<file path="src/sv/erg_pkg.sv">
`timescale 1ns / 1ps
// ----------------------------------------------------------------------------
// erg_pkg: shared types and constants of the envelope ratio gain balancer
// Fixed-point limits, controller states and the controller/datapath link.
// ----------------------------------------------------------------------------
package erg_pkg;

    // integrator pole and rounding, Q0.24
    localparam logic [24:0] Q24One         = 25'h100_0000;
    localparam logic [23:0] SmoothingReset = 24'd16755269;
    localparam logic [41:0] RoundHalf      = 42'h000_0080_0000;

    // gain limits, Q4.16
    localparam logic [19:0] GainMin = 20'd6554;
    localparam logic [19:0] GainMax = 20'd655360;

    // largest envelope value, Q1.16 magnitude 1.0
    localparam logic [16:0] EnvMax = 17'h1_0000;

    // sequencer step counts
    localparam int unsigned MacSteps = 4;
    localparam int unsigned DivSteps = 20;
    localparam int unsigned CntW     = $clog2(DivSteps);

    typedef enum logic [2:0] {
        ST_IDLE,
        ST_MAC,
        ST_DIV_INIT,
        ST_DIV,
        ST_MUL,
        ST_DONE
    } erg_state_t;

    // commands from the controller to the datapath
    typedef struct packed {
        logic load;
        logic mac;
        logic mac_first;
        logic mac_chan;
        logic div_init;
        logic div_step;
        logic mul;
        logic out_load;
    } erg_cmd_t;

    // status from the datapath to the controller
    typedef struct packed {
        logic div_bypass;
    } erg_status_t;

endpackage

</file>
<file path="src/sv/erg_dp.sv">
`timescale 1ns / 1ps
// ----------------------------------------------------------------------------
// erg_dp: datapath of the envelope ratio gain balancer
// Shared multiply-accumulate for both envelopes, radix-2 restoring divider
// for the gain, gain clamp and multiply, and the output register.
// ----------------------------------------------------------------------------
module erg_dp
    import erg_pkg::*;
(
    input  logic               aclk,
    input  logic               aresetn,
    input  erg_cmd_t           cmd,
    output erg_status_t        status,
    input  logic               cfg_we,
    input  logic [23:0]        cfg_data,
    input  logic signed [15:0] in_signal_sample,
    input  logic signed [15:0] in_compare_sample,
    input  logic               in_block_last,
    output logic signed [15:0] out_balanced_sample,
    output logic [19:0]        out_gain,
    output logic               out_result_last
);

    logic [23:0]        smoothing_reg;
    logic [16:0]        sig_env_reg, sig_env_next;
    logic [16:0]        cmp_env_reg, cmp_env_next;
    logic signed [15:0] sig_s_reg;
    logic signed [15:0] cmp_s_reg;
    logic               last_reg;
    logic [41:0]        acc_reg;
    logic [16:0]        rem_reg;
    logic [19:0]        dvd_reg;
    logic [19:0]        quo_reg;
    logic [19:0]        gain_reg;
    logic signed [36:0] prod_reg;
    logic signed [15:0] bal_reg;
    logic [19:0]        gain_out_reg;
    logic               last_out_reg;

    logic signed [15:0] mac_sample;
    logic [15:0]        mac_abs;
    logic [16:0]        mac_mag;
    logic [16:0]        mac_env;
    logic [16:0]        op_a;
    logic [24:0]        op_b;
    logic [41:0]        mac_prod;
    logic [41:0]        mac_sum;
    logic               sig_zero;
    logic               gain_high;
    logic [17:0]        div_trial;
    logic               div_ge;
    logic [19:0]        gain_clamped;
    logic signed [36:0] round_sum;
    logic signed [20:0] scaled;
    logic signed [15:0] bal_sat;

    // configuration register
    always_ff @(posedge aclk) begin
        if (!aresetn) begin
            smoothing_reg <= SmoothingReset;
        end else if (cfg_we) begin
            smoothing_reg <= cfg_data;
        end
    end

    // multiply-accumulate operands: first term |x|*(1-a), second term env*a
    always_comb begin
        mac_sample = cmd.mac_chan ? cmp_s_reg : sig_s_reg;
        mac_env    = cmd.mac_chan ? cmp_env_reg : sig_env_reg;
        mac_abs    = mac_sample[15] ? 16'(-mac_sample) : 16'(mac_sample);
        mac_mag    = {mac_abs, 1'b0};
        op_a       = cmd.mac_first ? mac_mag : mac_env;
        op_b       = cmd.mac_first ? (Q24One - {1'b0, smoothing_reg})
                                   : {1'b0, smoothing_reg};
        mac_prod   = 42'(op_a) * 42'(op_b);
        mac_sum    = acc_reg + mac_prod;
    end

    // envelope write-back on the second term
    always_comb begin
        sig_env_next = sig_env_reg;
        cmp_env_next = cmp_env_reg;
        if (cmd.mac && !cmd.mac_first) begin
            if (cmd.mac_chan) begin
                cmp_env_next = mac_sum[40:24];
            end else begin
                sig_env_next = mac_sum[40:24];
            end
        end
    end

    // envelope state
    always_ff @(posedge aclk) begin
        if (!aresetn) begin
            sig_env_reg <= '0;
            cmp_env_reg <= '0;
        end else begin
            sig_env_reg <= sig_env_next;
            cmp_env_reg <= cmp_env_next;
        end
    end

    // quotient overflow and zero divisor detection
    always_comb begin
        sig_zero          = (sig_env_reg == '0);
        gain_high         = ({4'b0, cmp_env_reg} >= {sig_env_reg, 4'b0});
        status.div_bypass = sig_zero || gain_high;
    end

    // one restoring division step
    always_comb begin
        div_trial = {rem_reg, dvd_reg[19]};
        div_ge    = (div_trial >= {1'b0, sig_env_reg});
    end

    // gain clamp to 0.1 .. 10
    always_comb begin
        priority if (quo_reg < GainMin) begin
            gain_clamped = GainMin;
        end else if (quo_reg > GainMax) begin
            gain_clamped = GainMax;
        end else begin
            gain_clamped = quo_reg;
        end
    end

    // output rounding and saturation
    always_comb begin
        round_sum = prod_reg + 37'sd32768;
        scaled    = 21'(round_sum >>> 16);
        priority if (scaled > 21'sd32767) begin
            bal_sat = 16'sh7fff;
        end else if (scaled < -21'sd32768) begin
            bal_sat = 16'sh8000;
        end else begin
            bal_sat = 16'(scaled);
        end
    end

    // working registers
    always_ff @(posedge aclk) begin
        if (cmd.load) begin
            sig_s_reg <= in_signal_sample;
            cmp_s_reg <= in_compare_sample;
            last_reg  <= in_block_last;
        end
        if (cmd.mac && cmd.mac_first) begin
            acc_reg <= RoundHalf + mac_prod;
        end
        if (cmd.div_init) begin
            rem_reg <= {4'b0, cmp_env_reg[16:4]};
            dvd_reg <= {cmp_env_reg[3:0], 16'b0};
            if (sig_zero) begin
                quo_reg <= {3'b0, cmp_env_reg};
            end else if (gain_high) begin
                quo_reg <= GainMax;
            end else begin
                quo_reg <= '0;
            end
        end else if (cmd.div_step) begin
            rem_reg <= div_ge ? 17'(div_trial - {1'b0, sig_env_reg})
                              : 17'(div_trial);
            dvd_reg <= {dvd_reg[18:0], 1'b0};
            quo_reg <= {quo_reg[18:0], div_ge};
        end
        if (cmd.mul) begin
            gain_reg <= gain_clamped;
            prod_reg <= 37'(sig_s_reg) * $signed({17'b0, gain_clamped});
        end
        if (cmd.out_load) begin
            bal_reg      <= bal_sat;
            gain_out_reg <= gain_reg;
            last_out_reg <= last_reg;
        end
    end

    assign out_balanced_sample = bal_reg;
    assign out_gain            = gain_out_reg;
    assign out_result_last     = last_out_reg;

`ifndef SYNTHESIS
    a_env_bound: assert property (@(posedge aclk) disable iff (!aresetn)
        (sig_env_reg <= EnvMax) && (cmp_env_reg <= EnvMax))
        else $error("envelope above unity magnitude");

    a_gain_range: assert property (@(posedge aclk) disable iff (!aresetn)
        cmd.mul |=> (gain_reg >= GainMin) && (gain_reg <= GainMax))
        else $error("applied gain outside clamp range");
`endif

endmodule

</file>
<file path="config.mk">
export PLATFORM = sky130hd
export DESIGN_NAME = erg_dp
export DESIGN_NICKNAME = d
export VERILOG_FILES = /design/src/sv/erg_pkg.sv /design/src/sv/erg_dp.sv
export SDC_FILE = /design/constraint.sdc
export NUM_CORES = 2
export LEC_CHECK = 0
export ABC_AREA = 1
export BUFFER_PORTS_ARGS = -buffer_cell sky130_fd_sc_hd__buf_4
export CAP_MARGIN = 30
export CORE_UTILIZATION = 40
export CTS_CLUSTER_SIZE = 16
export DETAILED_ROUTE_END_ITERATION = 8
export GPL_TIMING_DRIVEN = 0
export HOLD_SLACK_MARGIN = 0.12
export PLACE_DENSITY_LB_ADDON = 0.15
export SETUP_SLACK_MARGIN = 0.15
export SKIP_LAST_GASP = 1
export SYNTH_ARGS = -nofsm -noshare
export SYNTH_HDL_FRONTEND = slang
export SYNTH_SLANG_ARGS = --single-unit
</file>
<file path="constraint.sdc">
create_clock -name aclk -period 12.7 [get_ports aclk]
set_input_delay 2.54 -clock aclk [delete_from_list [all_inputs] [get_ports aclk]]
set_output_delay 2.54 -clock aclk [all_outputs]
set_load 0.005 [all_outputs]
</file>
==> flow_summary_export.csv <==
group,metric,value,unit
global_route,overflow,0,
timing,rsz0062_at_grt,"false",
setup_path,cp_data_arrival_time,12.61,ns
synthesis,synth_area,39800,µm²
setup_path,crit_required,13.21,ns
timing,fin_ws,0.604,ns
clock_tree,cts.path.max_buffers,3,
synthesis,synth_top_area_share,29.8,%
clock_tree,root_buffer,"clkbuf_16",
finish,post_route_cells_drive_above_1_share,6.03,%
hold_path,hold_class,"reg -> reg",
finish,area_growth,8.61,%
status,outcome,"finished, final reports clean",
routing,antenna_left,0,
die,start_util,40.4,%
clock_tree,clk_pin_slew,0.06,ns
timing,hold_viol_final,0,
timing,drv_slew,0,
routing,first_pass_iters,6,
die,die_y,317,µm
hold_path,min_path_cells,0,
routing,drc,0,
timing,setup_tns,0,ns
setup_path,critical_path_peak_fanout,10,
clock_tree,post_cts_buffers,0,
timing,skew,0.0360,ns
synthesis,synth-edff-count,190,
setup_path,critical-path-top-delay-family,"adder cells",
clock_tree,cts_max_level,1,
placed_design,dp_slack,-0.276,ns
timing,worst_pin_slew,1.07,ns
synthesis,seq_area_frac_synth,17.5,%
clock_tree,clkLatencyLatePin,0.62,ns
synthesis,synth_nets,5985,
timing,relSlewSlack,28.2,%
die,die_x,317,µm
routing,wirelength,134000,µm
setup_path,cp-end-kind,"register",
finish,final.fill_count,10200,
setup_path,path_class,"in -> reg",
timing,period_minus_slack,12.10,ns
synthesis,syn_avg_cell_area,7.94,µm²
die,row_count,115,
synthesis,synthArstFlopShare,0,%
synthesis,syn_inst,5011,
global_route,grt_max_degree,43,
routing,via_count,33500,
setup_path,timing.rr.end,"sig_env_reg[12]$_SDFFE_PN0P_",
routing,via_per_inst,5.18,
placed_design,dp_hpwl,114000,µm
global_route,grtUsageTotal,26.9,%
finish,diodes,0,
synthesis,ys_ff_latch,252,
setup_path,r2r_start,"smoothing_reg[0]$_SDFFE_PN1P_",
finish,largest_reg_flops,41,
die,pin_count,106,
run,cap_viol_max_count,0,
setup_path,critPathLaunch,"cmd[5]",
setup_path,worst_path_max_delay_cell,"xor2_1",
clock_tree,ctsResizeCount,0,
die,die-area,101000,µm²
timing,setup_viol,0,
setup_path,cp_num_cells,36,
clock_tree,cts.sinks,252,
setup_path,crit_buf_inv,11,
setup_path,cp-start-kind,"input port",
setup_path,crit_path_end,"sig_env_reg[12]$_SDFFE_PN0P_",
setup_path,crit_path_frequent_cell,"nand2_1",
clock_tree,tritoncts,"done",
clock_tree,cts_inserted_buffers,30,
global_route,antenna_found_initial,6,
routing,routedWlPerCell,20.7,µm
setup_path,rrSetupSlack,1.49,ns
placed_design,place.gp.congestion,0.980,
finish,fin_util,43.9,%
placed_design,portBuffers,102,
synthesis,synth_cell_types,64,
synthesis,ys.flop_type,"edfxtp_1",
setup_path,crit_path_max_incr_delay,0.66,ns
setup_path,rr_worst_depth,39,
finish,layout_commonest_cell,"inv_1",
global_route,grt_pass1_vias,33100,
global_route,grt_first_pass_wirelength,203000,µm
timing,fmax,0.0827,GHz
synthesis,synth_largest_area_cell,"fa_1",
synthesis,yosysWarnings,0,
timing,whs,0.414,ns
clock_tree,cts_hold_buf,0,
finish,fin_nets,6126,
die,core,98400,µm²
timing,fin_crit_sh,95.2,%
routing,drt_iter0_drc,2626,
finish,layout_common_cells,"1100 x inv_1, 1085 x nand2_1, 593 x fa_1, 504 x nor2_1, 313 x ha_1",
synthesis,synth_area_leaders,"fa_1 30%, edfxtp_1 14%, inv_1 10%, nand2_1 10%, ha_1 9.8%",
## per-layer routing
layer / wire, µm / vias to the layer above / track usage [%]
li1: - / 15700 / -
met1: 59300 / 16500 / 37.8
met2: 61000 / 1131 / 43.4
met3: 9780 / 164 / 4.20
met4: 3460 / 6 / 5.93
met5: 34 / - / 0
## metrics by stage
step           instances  area [µm²]
2_1_floorplan       5011       39800
3_3_place_gp        6400       42200
3_5_place_dp        6407       42200
4_1_cts             6461       43200
5_1_grt             6461       43200
6_report            6461       43200
## synthesized netlist by cell type, types with 20 or more instances
| cell | count |
|---|---|
| fa_1 | 593 |
| nand2_1 | 1086 |
| ha_1 | 313 |
| inv_1 | 1102 |
| edfxtp_1 | 190 |
| xor2_1 | 91 |
| nand4_1 | 44 |
| nor2_1 | 504 |
| dfxtp_1 | 62 |
| nor4_1 | 24 |
| a31oi_1 | 20 |
| nand2_2 | 28 |
| nand3_1 | 131 |
| a21oi_1 | 201 |
| buf_2 | 31 |
| xnor2_1 | 22 |
| nor3_1 | 46 |
| o21ai_0 | 180 |
| o211ai_1 | 23 |
| clkbuf_1 | 95 |
## final cells by class
class / count / area (µm²) / share of cell area (%)
buffer: 139 / 652 / 1.51
clock buffer: 32 / 758 / 1.75
clock inverter: 22 / 210 / 0.487
inverter: 1127 / 4240 / 9.81
multi-input combinational: 3493 / 28000 / 64.7
sequential: 252 / 6950 / 16.1
tap: 1287 / 1610 / 3.73
timing repair buffer: 109 / 820 / 1.90
## worst min path at each step
stage / start / endpoint / slack (ns)
floorplan: gain_reg[0]$_DFFE_PP_ / out_gain[0]$_DFFE_PP_ / 0.40
global placement: gain_reg[19]$_DFFE_PP_ / out_gain[19]$_DFFE_PP_ / 0.40
detailed placement: gain_reg[15]$_DFFE_PP_ / out_gain[15]$_DFFE_PP_ / 0.40
CTS: gain_reg[7]$_DFFE_PP_ / out_gain[7]$_DFFE_PP_ / 0.42
global route: gain_reg[17]$_DFFE_PP_ / out_gain[17]$_DFFE_PP_ / 0.42
finish: gain_reg[19]$_DFFE_PP_ / out_gain[19]$_DFFE_PP_ / 0.41
## kinds of logic after synthesis
family | count (synthesis) | synth area share [%]
AND/OR/NAND/NOR | 1928 | 20.1
buffers and inverters | 1266 | 12.3
adder cells (fa/ha/maj) | 906 | 39.7
AO/OA/AOI/OAI | 539 | 7.68
flip-flops | 252 | 17.5
XOR/XNOR | 119 | 2.79
other | 1 | 0.00943
Power is left out: the tool's default activity adds up to more than one toggle a clock period on the data nets, which glitch-free logic cannot reach.
