### src/sv/erg_pkg.sv
`timescale 1ns / 1ps
// ----------------------------------------------------------------------------
// erg_pkg: shared types and constants of the envelope ratio gain balancer
// Fixed-point limits, controller states and the controller/datapath link.
// ----------------------------------------------------------------------------
package erg_pkg;

    // integrator pole and rounding, Q0.24
    localparam logic [24:0] Q24One         = 25'h100_0000;
    localparam logic [23:0] SmoothingReset = 24'd16755269;
    localparam logic [41:0] RoundHalf      = 42'h000_0080_0000;

    // gain limits, Q4.16
    localparam logic [19:0] GainMin = 20'd6554;
    localparam logic [19:0] GainMax = 20'd655360;

    // largest envelope value, Q1.16 magnitude 1.0
    localparam logic [16:0] EnvMax = 17'h1_0000;

    // sequencer step counts
    localparam int unsigned MacSteps = 4;
    localparam int unsigned DivSteps = 20;
    localparam int unsigned CntW     = $clog2(DivSteps);

    typedef enum logic [2:0] {
        ST_IDLE,
        ST_MAC,
        ST_DIV_INIT,
        ST_DIV,
        ST_MUL,
        ST_DONE
    } erg_state_t;

    // commands from the controller to the datapath
    typedef struct packed {
        logic load;
        logic mac;
        logic mac_first;
        logic mac_chan;
        logic div_init;
        logic div_step;
        logic mul;
        logic out_load;
    } erg_cmd_t;

    // status from the datapath to the controller
    typedef struct packed {
        logic div_bypass;
    } erg_status_t;

endpackage

### src/sv/erg_ctrl.sv
`timescale 1ns / 1ps
// ----------------------------------------------------------------------------
// erg_ctrl: sequencer of the envelope ratio gain balancer
// Steps the datapath through envelope update, division, gain multiply and
// output load, and owns both channel handshakes.
// ----------------------------------------------------------------------------
module erg_ctrl
    import erg_pkg::*;
(
    input  logic        aclk,
    input  logic        aresetn,
    input  logic        s_valid,
    output logic        s_ready,
    output logic        m_valid,
    input  logic        m_ready,
    input  erg_status_t status,
    output erg_cmd_t    cmd
);

    erg_state_t        state_reg, state_next;
    logic [CntW-1:0]   cnt_reg, cnt_next;
    logic              m_valid_reg, m_valid_next;

    // state, counter and output valid
    always_ff @(posedge aclk) begin
        if (!aresetn) begin
            state_reg   <= ST_IDLE;
            cnt_reg     <= '0;
            m_valid_reg <= 1'b0;
        end else begin
            state_reg   <= state_next;
            cnt_reg     <= cnt_next;
            m_valid_reg <= m_valid_next;
        end
    end

    // next state and commands
    always_comb begin
        state_next = state_reg;
        cnt_next   = cnt_reg;
        cmd        = '0;
        s_ready    = 1'b0;
        unique case (state_reg)
            ST_IDLE: begin
                s_ready = 1'b1;
                if (s_valid) begin
                    cmd.load   = 1'b1;
                    cnt_next   = '0;
                    state_next = ST_MAC;
                end
            end
            ST_MAC: begin
                cmd.mac       = 1'b1;
                cmd.mac_first = ~cnt_reg[0];
                cmd.mac_chan  = cnt_reg[1];
                if (cnt_reg == CntW'(MacSteps - 1)) begin
                    cnt_next   = '0;
                    state_next = ST_DIV_INIT;
                end else begin
                    cnt_next = cnt_reg + 1'b1;
                end
            end
            ST_DIV_INIT: begin
                cmd.div_init = 1'b1;
                cnt_next     = '0;
                state_next   = status.div_bypass ? ST_MUL : ST_DIV;
            end
            ST_DIV: begin
                cmd.div_step = 1'b1;
                if (cnt_reg == CntW'(DivSteps - 1)) begin
                    cnt_next   = '0;
                    state_next = ST_MUL;
                end else begin
                    cnt_next = cnt_reg + 1'b1;
                end
            end
            ST_MUL: begin
                cmd.mul    = 1'b1;
                state_next = ST_DONE;
            end
            ST_DONE: begin
                if (!m_valid_reg || m_ready) begin
                    cmd.out_load = 1'b1;
                    state_next   = ST_IDLE;
                end
            end
            default: begin
                state_next = ST_IDLE;
            end
        endcase
    end

    // output word valid
    always_comb begin
        if (cmd.out_load) begin
            m_valid_next = 1'b1;
        end else if (m_ready) begin
            m_valid_next = 1'b0;
        end else begin
            m_valid_next = m_valid_reg;
        end
    end

    assign m_valid = m_valid_reg;

`ifndef SYNTHESIS
    a_load_starts_mac: assert property (@(posedge aclk) disable iff (!aresetn)
        cmd.load |=> (state_reg == ST_MAC) && (cnt_reg == '0))
        else $error("accepted word did not start the envelope update");

    a_one_command: assert property (@(posedge aclk) disable iff (!aresetn)
        $onehot0({cmd.load, cmd.mac, cmd.div_init, cmd.div_step, cmd.mul,
                  cmd.out_load}))
        else $error("more than one datapath command in a cycle");

    a_no_overwrite: assert property (@(posedge aclk) disable iff (!aresetn)
        cmd.out_load |-> (!m_valid_reg || m_ready))
        else $error("pending output word overwritten");
`endif

endmodule

### config.mk
export PLATFORM = sky130hd
export DESIGN_NAME = erg_ctrl
export DESIGN_NICKNAME = d
export VERILOG_FILES = /design/src/sv/erg_pkg.sv /design/src/sv/erg_ctrl.sv
export SDC_FILE = /design/constraint.sdc
export NUM_CORES = 1
export LEC_CHECK = 0
export ABC_AREA = 1
export BUFFER_PORTS_ARGS = -buffer_cell sky130_fd_sc_hd__buf_2
export CORE_AREA = 2 2 39 41
export DETAILED_ROUTE_END_ITERATION = 10
export DIE_AREA = 0 0 41 43
export PLACE_DENSITY = 0.71
export RECOVER_POWER = 100
export SLEW_MARGIN = 0
export SYNTH_ARGS = -nofsm -noshare
export SYNTH_HDL_FRONTEND = slang
export SYNTH_SLANG_ARGS = --single-unit
### constraint.sdc
create_clock -name aclk -period 2.35 [get_ports aclk]
set_input_delay 0.705 -clock aclk [delete_from_list [all_inputs] [get_ports aclk]]
set_output_delay 0.705 -clock aclk [all_outputs]
set_load 0.05 [all_outputs]
==> key figures, run 1 <==
Run status
  – Status: completed

Timing
  – Unrepaired setup endpoints after global routing: no
  – Final setup viols: 0
  – Fmax achieved: 458 MHz
  – Fin Setup TNS: 0 ns
  – Post-route minimum period: 2.18 ns
  – Fin crit share: 92.9%
  – Relative slew slack: 60.8%
  – Slew Limit Fails: 0
  – Clock skew: 0.00681 ns
  – Hold_ws: 0.519 ns
  – Hold Violations, Final: 0
  – Actual slew at the worst max-slew pin: 0.591 ns

Final layout
  – P&R area growth vs syn: 18.1%
  – Design Area, Final: 686 um^2
  – Number of flip-flops under the largest register name: 5
  – Layout Nets: 121
  – Antenna cells: 0
  – Share of cells above drive strength 1: 18.4%
  – Finished Layout Cells: 130

Place
  – Cell area after placement: 666 um^2
  – Gpl congestion: 0.769
  – Buffers on Ports: 14
  – Detail Placement HPWL: 930 um
  – Total placed cells including tap cells: 126

Critical path
  – CP arrival: 1.48 ns
  – Worst Setup End Kind: output pin
  – CP delay by family, top: buffers and inverters
  – Reg-to-reg startpoint: cnt_reg[0]$_SDFFE_PN0P_
  – Crit path max-delay cell type: dfxtp_1
  – Reg2Reg Setup Slack: 0.94 ns
  – Most Frequent Cell on Critical Path: inv_1
  – CP cell instances: inv_1 > nand2_1 > nor2_2 > inv_1 > nor2_1 > clkbuf_2
  – Slowest stage delay, CP: 0.35 ns
  – Setup CP Type: reg -> out
  – CP Max Fanout: 6
  – Startpoint types: flop
  – CP required: 1.64 ns
  – Worst R2R End: state_reg[0]$_SDFFE_PN0P_
  – Worst Reg-to-Reg Cells: 8
  – WP buf/inv: 3

Detailed routing
  – Routed vias: 628
  – Drt pass-1 iters: 4
  – Initial DRC count: 12
  – Vias per Instance: 4.83
  – ANT nets after route: 0
  – WL/cell: 9.20 um
  – # DRC: 0
  – Total length of routed wires: 1.20 mm

Synth
  – Post-Syn Area per Cell: 5.99 um^2
  – Synth warnings: 0
  – Gate Count Post-Synth: 97
  – Syn Std Cell Area: 581 um^2
  – Top area cells in the synthesized netlist: dfxtp_1, nand2_1, inv_1, nor2_1, nand3_1
  – Synthesized flop and latch total: 9
  – Sequential-to-total area share from yosys stat: 31.0%
  – Leading area contributor after synthesis: dfxtp_1
  – Distinct cells, synth: 18
  – Synth Net Count: 103
  – Synth top area share: 31.0%

GRT
  – Vias in the first global route: 527
  – Total global-route track usage: 17.9%
  – First-pass GRT wire length: 2.10 mm
  – Largest net degree at the start of global routing: 8
  – GRT overflow: 0
  – Antenna violations before repair: 0

CTS
  – Clk sinks: 9
  – Postcts setup bufs: 0
  – Clock Path Buffers: 2
  – Worst-Skew Late Latency: 0.27 ns
  – Total CTS buffers: 3
  – CTS tree: built
  – Hold bufs inserted after CTS: 0
  – Post-cts sizing count: 0
  – Worst-path clk slew: 0.06 ns
  – Htree depth: 1
  – Root Buffer: clkbuf_4

Power and ir drop
  – Max VDD drop: 0.683 mV
  – Pwr Density: 1270 mW/mm^2
  – Leakage: 0.360 nW

Run
  – Max_cap viols: 0

Floorplan
  – Die Ht: 43 um
  – Core Region: 0.00138 mm^2
  – Die Wd: 41 um
  – I/O Pins: 15
  – Die Area: 0.00176 mm^2
  – FP Rows: 14
  – Initial Util: 42.0%

Min path
  – Type of the worst min-delay path: reg -> reg
  – Hold path start: cnt_reg[1]$_SDFFE_PN0P_
  – Worst Hold Path Cells: 2
  – Hold worst-path end: cnt_reg[1]$_SDFFE_PN0P_
## metrics by stage
stage	setup WS (ns)	utilization, %	power, mW
2_1_floorplan	-0.131	-	0.665
3_3_place_gp	0.443	48.1	0.755
3_5_place_dp	0.417	48.1	0.763
4_1_cts	0.203	50.0	0.892
5_1_grt	0.0324	49.5	0.956
6_report	0.167	49.5	0.874
## power by group
group          total (mW)  internal [mW]  switching (mW)
logic               0.527          0.135           0.392
registers           0.223          0.183          0.0401
clock network       0.124         0.0656          0.0584
total               0.874          0.383           0.491
## cell usage after synthesis
| cell | instances |
|---|---|
| nand2_1 | 21 |
| inv_1 | 19 |
| nor2_1 | 18 |
| dfxtp_1 | 9 |
| nand3_1 | 9 |
| a21oi_1 | 6 |
| nand2_2 | 2 |
| nor2_2 | 2 |
| o21ai_0 | 2 |
| a21oi_2 | 1 |
| buf_4 | 1 |
| ha_1 | 1 |
| nand4_1 | 1 |
| nor2_4 | 1 |
| nor3_1 | 1 |
| o21ai_1 | 1 |
| o21bai_1 | 1 |
| xnor2_1 | 1 |
## tightest hold or removal path: cells and delay by family (launching register included)
| kind | cells | cell delay [ns] |
|---|---|---|
| DFF | 1 | 0.35 |
| and+or+nand+nor | 1 | 0.08 |
| AOI/OAI and AO/OA | 1 | 0.05 |
## worst max-delay path by stage
stage                         to                 startpoint  slack [ns]  depth (start not counted)
after floorplan           cmd[4]  state_reg[2]$_SDFFE_PN0P_       -0.13                          5
after global placement    cmd[0]                    m_ready        0.44                          4
after detailed placement  cmd[0]                    m_ready        0.42                          4
after CTS                 cmd[5]  state_reg[2]$_SDFFE_PN0P_        0.20                          6
after global routing      cmd[5]  state_reg[2]$_SDFFE_PN0P_        0.03                          6
final                     cmd[5]  state_reg[2]$_SDFFE_PN0P_        0.17                          6
## placed cells by master, fill, tap and decap left out, drive strengths merged, types with 3 or more instances in the layout
master   n
inv     19
nand2   23
o21ai    3
a21oi    7
buf      5
nor2    21
clkbuf  13
nand3    9
dfxtp    9
## final cells by class
class / instances / area [um^2]
multi-input combinational: 68 / 319
inverter: 19 / 71.3
fill: 151 / 698
tap: 16 / 20.0
sequential: 9 / 180
timing repair buffer: 14 / 68.8
clock buffer: 4 / 26.3
## logic make-up after synthesis
kind of cell             after synthesis  share of synthesized area, %
AND/OR/NAND/NOR                       55                          41.2
flip-flops                             9                          31.0
AO/OA/AOI/OAI                         11                          10.6
buffers and inverters                 20                          13.6
XOR/XNOR                               1                          1.51
adder cells (fa/ha/maj)                1                          2.15
## layer usage
layer	global-route usage (%)	wire length (um)	vias up
li1	-	-	333
met1	22.5	557	281
met2	25.3	578	10
met3	6.28	38	4
met4	10.0	22	0
met5	0	0	-
Power figures use the tool's default switching activity.
==> run 2, diff against run 1 <==
--- a/config.mk
+++ b/config.mk
@@ -7,7 +7,9 @@
 export LEC_CHECK = 0
 export ABC_AREA = 1
 export BUFFER_PORTS_ARGS = -buffer_cell sky130_fd_sc_hd__buf_2
+export CAP_MARGIN = 15
 export CORE_AREA = 2 2 39 41
+export CTS_BUF_LIST = sky130_fd_sc_hd__clkbuf_16
 export DETAILED_ROUTE_END_ITERATION = 10
 export DIE_AREA = 0 0 41 43
 export PLACE_DENSITY = 0.71
==> run 2 against run 1 <==
  * Sequential power is essentially flat
  * Sequential cell count is the same
  * Critical path depth shrank 2
  * Worst setup slack gained 0.035 ns
  * Combinational power shrank 0.9%
  * Clock power grew 140%
  * Clock skew shrank 0.0037 ns
  * Final cell count is the same
  * Wire length grew 1.1%
  * Utilization grew 3.6 points
  * Worst hold slack lost 0.0046 ns
  * First-iteration DRC count shrank 25%
  * Critical endpoint is now cmd[7]
  * Largest power group unchanged
==> key figures, run 2 (synthesis results as in run 1) <==
Timing
  – Unrepaired setup endpoints after global routing: no
  – Final setup viols: 0
  – Fin Setup TNS: 0 ns
  – Fin crit share: 91.4%
  – Fmax achieved: 465 MHz
  – Relative slew slack: 60.6%
  – Actual slew at the worst max-slew pin: 0.593 ns
  – Hold Violations, Final: 0
  – Clock skew: 0.00309 ns
  – Post-route minimum period: 2.15 ns
  – Slew Limit Fails: 0

Power and ir drop
  – Comb pwr share: 49.8%
  – Max VDD drop: 0.699 mV
  – Clock share of power: 28.6%
  – Flop pwr share: 21.6%
  – Pwr Density: 1420 mW/mm^2
  – Internal power: 0.536 mW
  – Sw Ratio: 48.8%
  – Leakage: 0.374 nW
  – Psw: 0.511 mW

Critical path
  – Slowest stage delay, CP: 0.47 ns
  – CP delay by family, top: buffers and inverters
  – WP buf/inv: 1
  – Worst R2R End: state_reg[0]$_SDFFE_PN0P_
  – Worst Reg-to-Reg Cells: 8
  – Setup CP Type: reg -> out
  – CP arrival: 1.44 ns
  – Reg-to-reg startpoint: cnt_reg[0]$_SDFFE_PN0P_
  – Startpoint types: flop
  – Crit path max-delay cell type: clkbuf_1
  – Worst Setup End Kind: output pin
  – CP cell instances: nor2_2 > nand2_1 > nor2_1 > clkbuf_1
  – CP required: 1.64 ns
  – CP Max Fanout: 6
  – Total stage count of the critical path: 4
  – Reg2Reg Setup Slack: 0.93 ns

Floorplan
  – Die Wd: 41 um
  – FP Rows: 14
  – Initial Util: 42.0%
  – Die Area: 0.00176 mm^2
  – Die Ht: 43 um
  – I/O Pins: 15
  – Core Region: 0.00138 mm^2

Detailed routing
  – # DRC: 0
  – Routed vias: 618
  – ANT nets after route: 0
  – WL/cell: 9.30 um
  – Vias per Instance: 4.75
  – Initial DRC count: 9
  – Total length of routed wires: 1.21 mm
  – Drt pass-1 iters: 5

Min path
  – Worst Hold Path Cells: 2
  – Type of the worst min-delay path: reg -> reg
  – Hold worst-path end: cnt_reg[1]$_SDFFE_PN0P_
  – Hold path start: cnt_reg[1]$_SDFFE_PN0P_

GRT
  – Largest net degree at the start of global routing: 8
  – Antenna violations before repair: 0
  – Vias in the first global route: 541
  – Total global-route track usage: 18.4%
  – First-pass GRT wire length: 2.11 mm
  – GRT overflow: 0

Final layout
  – Filler cells: 142
  – Finished Layout Cells: 130
  – Layout Nets: 121
  – P&R area growth vs syn: 26.7%
  – Most common cell after layout, fill and taps aside: nand2_1
  – Share of cells above drive strength 1: 15.8%
  – Most frequent cells in the layout: nand2_1, inv_1, nor2_1
  – Antenna cells: 0
  – Number of flip-flops under the largest register name: 5

CTS
  – Root Buffer: clkbuf_16
  – Total CTS buffers: 3
  – Hold bufs inserted after CTS: 0
  – Worst-path clk slew: 0.04 ns
  – Worst-Skew Late Latency: 0.24 ns
  – Clk sinks: 9
  – Postcts setup bufs: 0
  – CTS tree: built
  – Post-cts sizing count: 0
  – Htree depth: 1
  – Clock Path Buffers: 2

Run
  – Max_cap viols: 0

Place
  – Detail Placement HPWL: 930 um
  – Gpl congestion: 0.769
  – Total placed cells including tap cells: 126
  – Buffers on Ports: 14

Run status
  – Status: completed
## run 2: cell types whose count changed in the layout (fill, tap and decap cells not counted), sizes merged
cell	previous run	this run
inv	19	20
buf	5	4
## run 2: worst max path at each step
stage | end | start | slack [ns]
CTS | cmd[5] | state_reg[2]$_SDFFE_PN0P_ | 0.24
global route | cmd[4] | state_reg[2]$_SDFFE_PN0P_ | 0.07
global placement | cmd[0] | m_ready | 0.44
floorplan | cmd[4] | state_reg[2]$_SDFFE_PN0P_ | -0.13
finish | cmd[7] | state_reg[1]$_SDFFE_PN0P_ | 0.20
detailed placement | cmd[0] | m_ready | 0.42
## run 2: final cells by class
class / count / area, um^2 / share of cell area, %
Clock inverter: 1 / 3.75 / 0.510
Inverter: 19 / 71.3 / 9.69
Tap cell: 16 / 20.0 / 2.72
Clock buffer: 3 / 75.1 / 10.2
Timing Repair Buffer: 14 / 63.8 / 8.67
Sequential cell: 9 / 180 / 24.5
Multi-Input combinational cell: 68 / 322 / 43.7
## run 2: worst reg2reg max path, stage by stage (launching register included)
cell and delay [ns]:
dfxtp_1 0.42, ha_1 0.22, nand2_1 0.06, nor2_1 0.08, nand2_1 0.07, nand2_1 0.21
nand2_1 0.08, o21bai_1 0.12, inv_1 0.06
## run 2: metal layers
metal	up-vias	GRT usage, %	wire length (um)
li1	335	-	-
met1	273	21.9	556
met2	6	25.9	574
met3	4	6.28	47
met4	0	13.3	29
met5	-	0	0
## run 2: through the flow
step	utilization (%)	instance area, um^2	hold slack, ns	total power [mW]	setup slack, ns
after floorplan	-	583	0.483	0.665	-0.131
after global placement	48.1	666	0.509	0.755	0.443
after detailed placement	48.1	666	0.513	0.763	0.417
after CTS	53.8	744	0.519	1.07	0.242
after global routing	53.2	736	0.541	1.13	0.0712
final	53.2	736	0.515	1.05	0.201
## run 2: power groups by stage
stage,sequential (mW),combinational [mW],clock (mW)
after floorplan,0.227,0.438,0
final,0.226,0.522,0.300
after global routing,0.233,0.584,0.314
after global placement,0.228,0.527,0
after detailed placement,0.229,0.535,0
after CTS,0.226,0.536,0.309
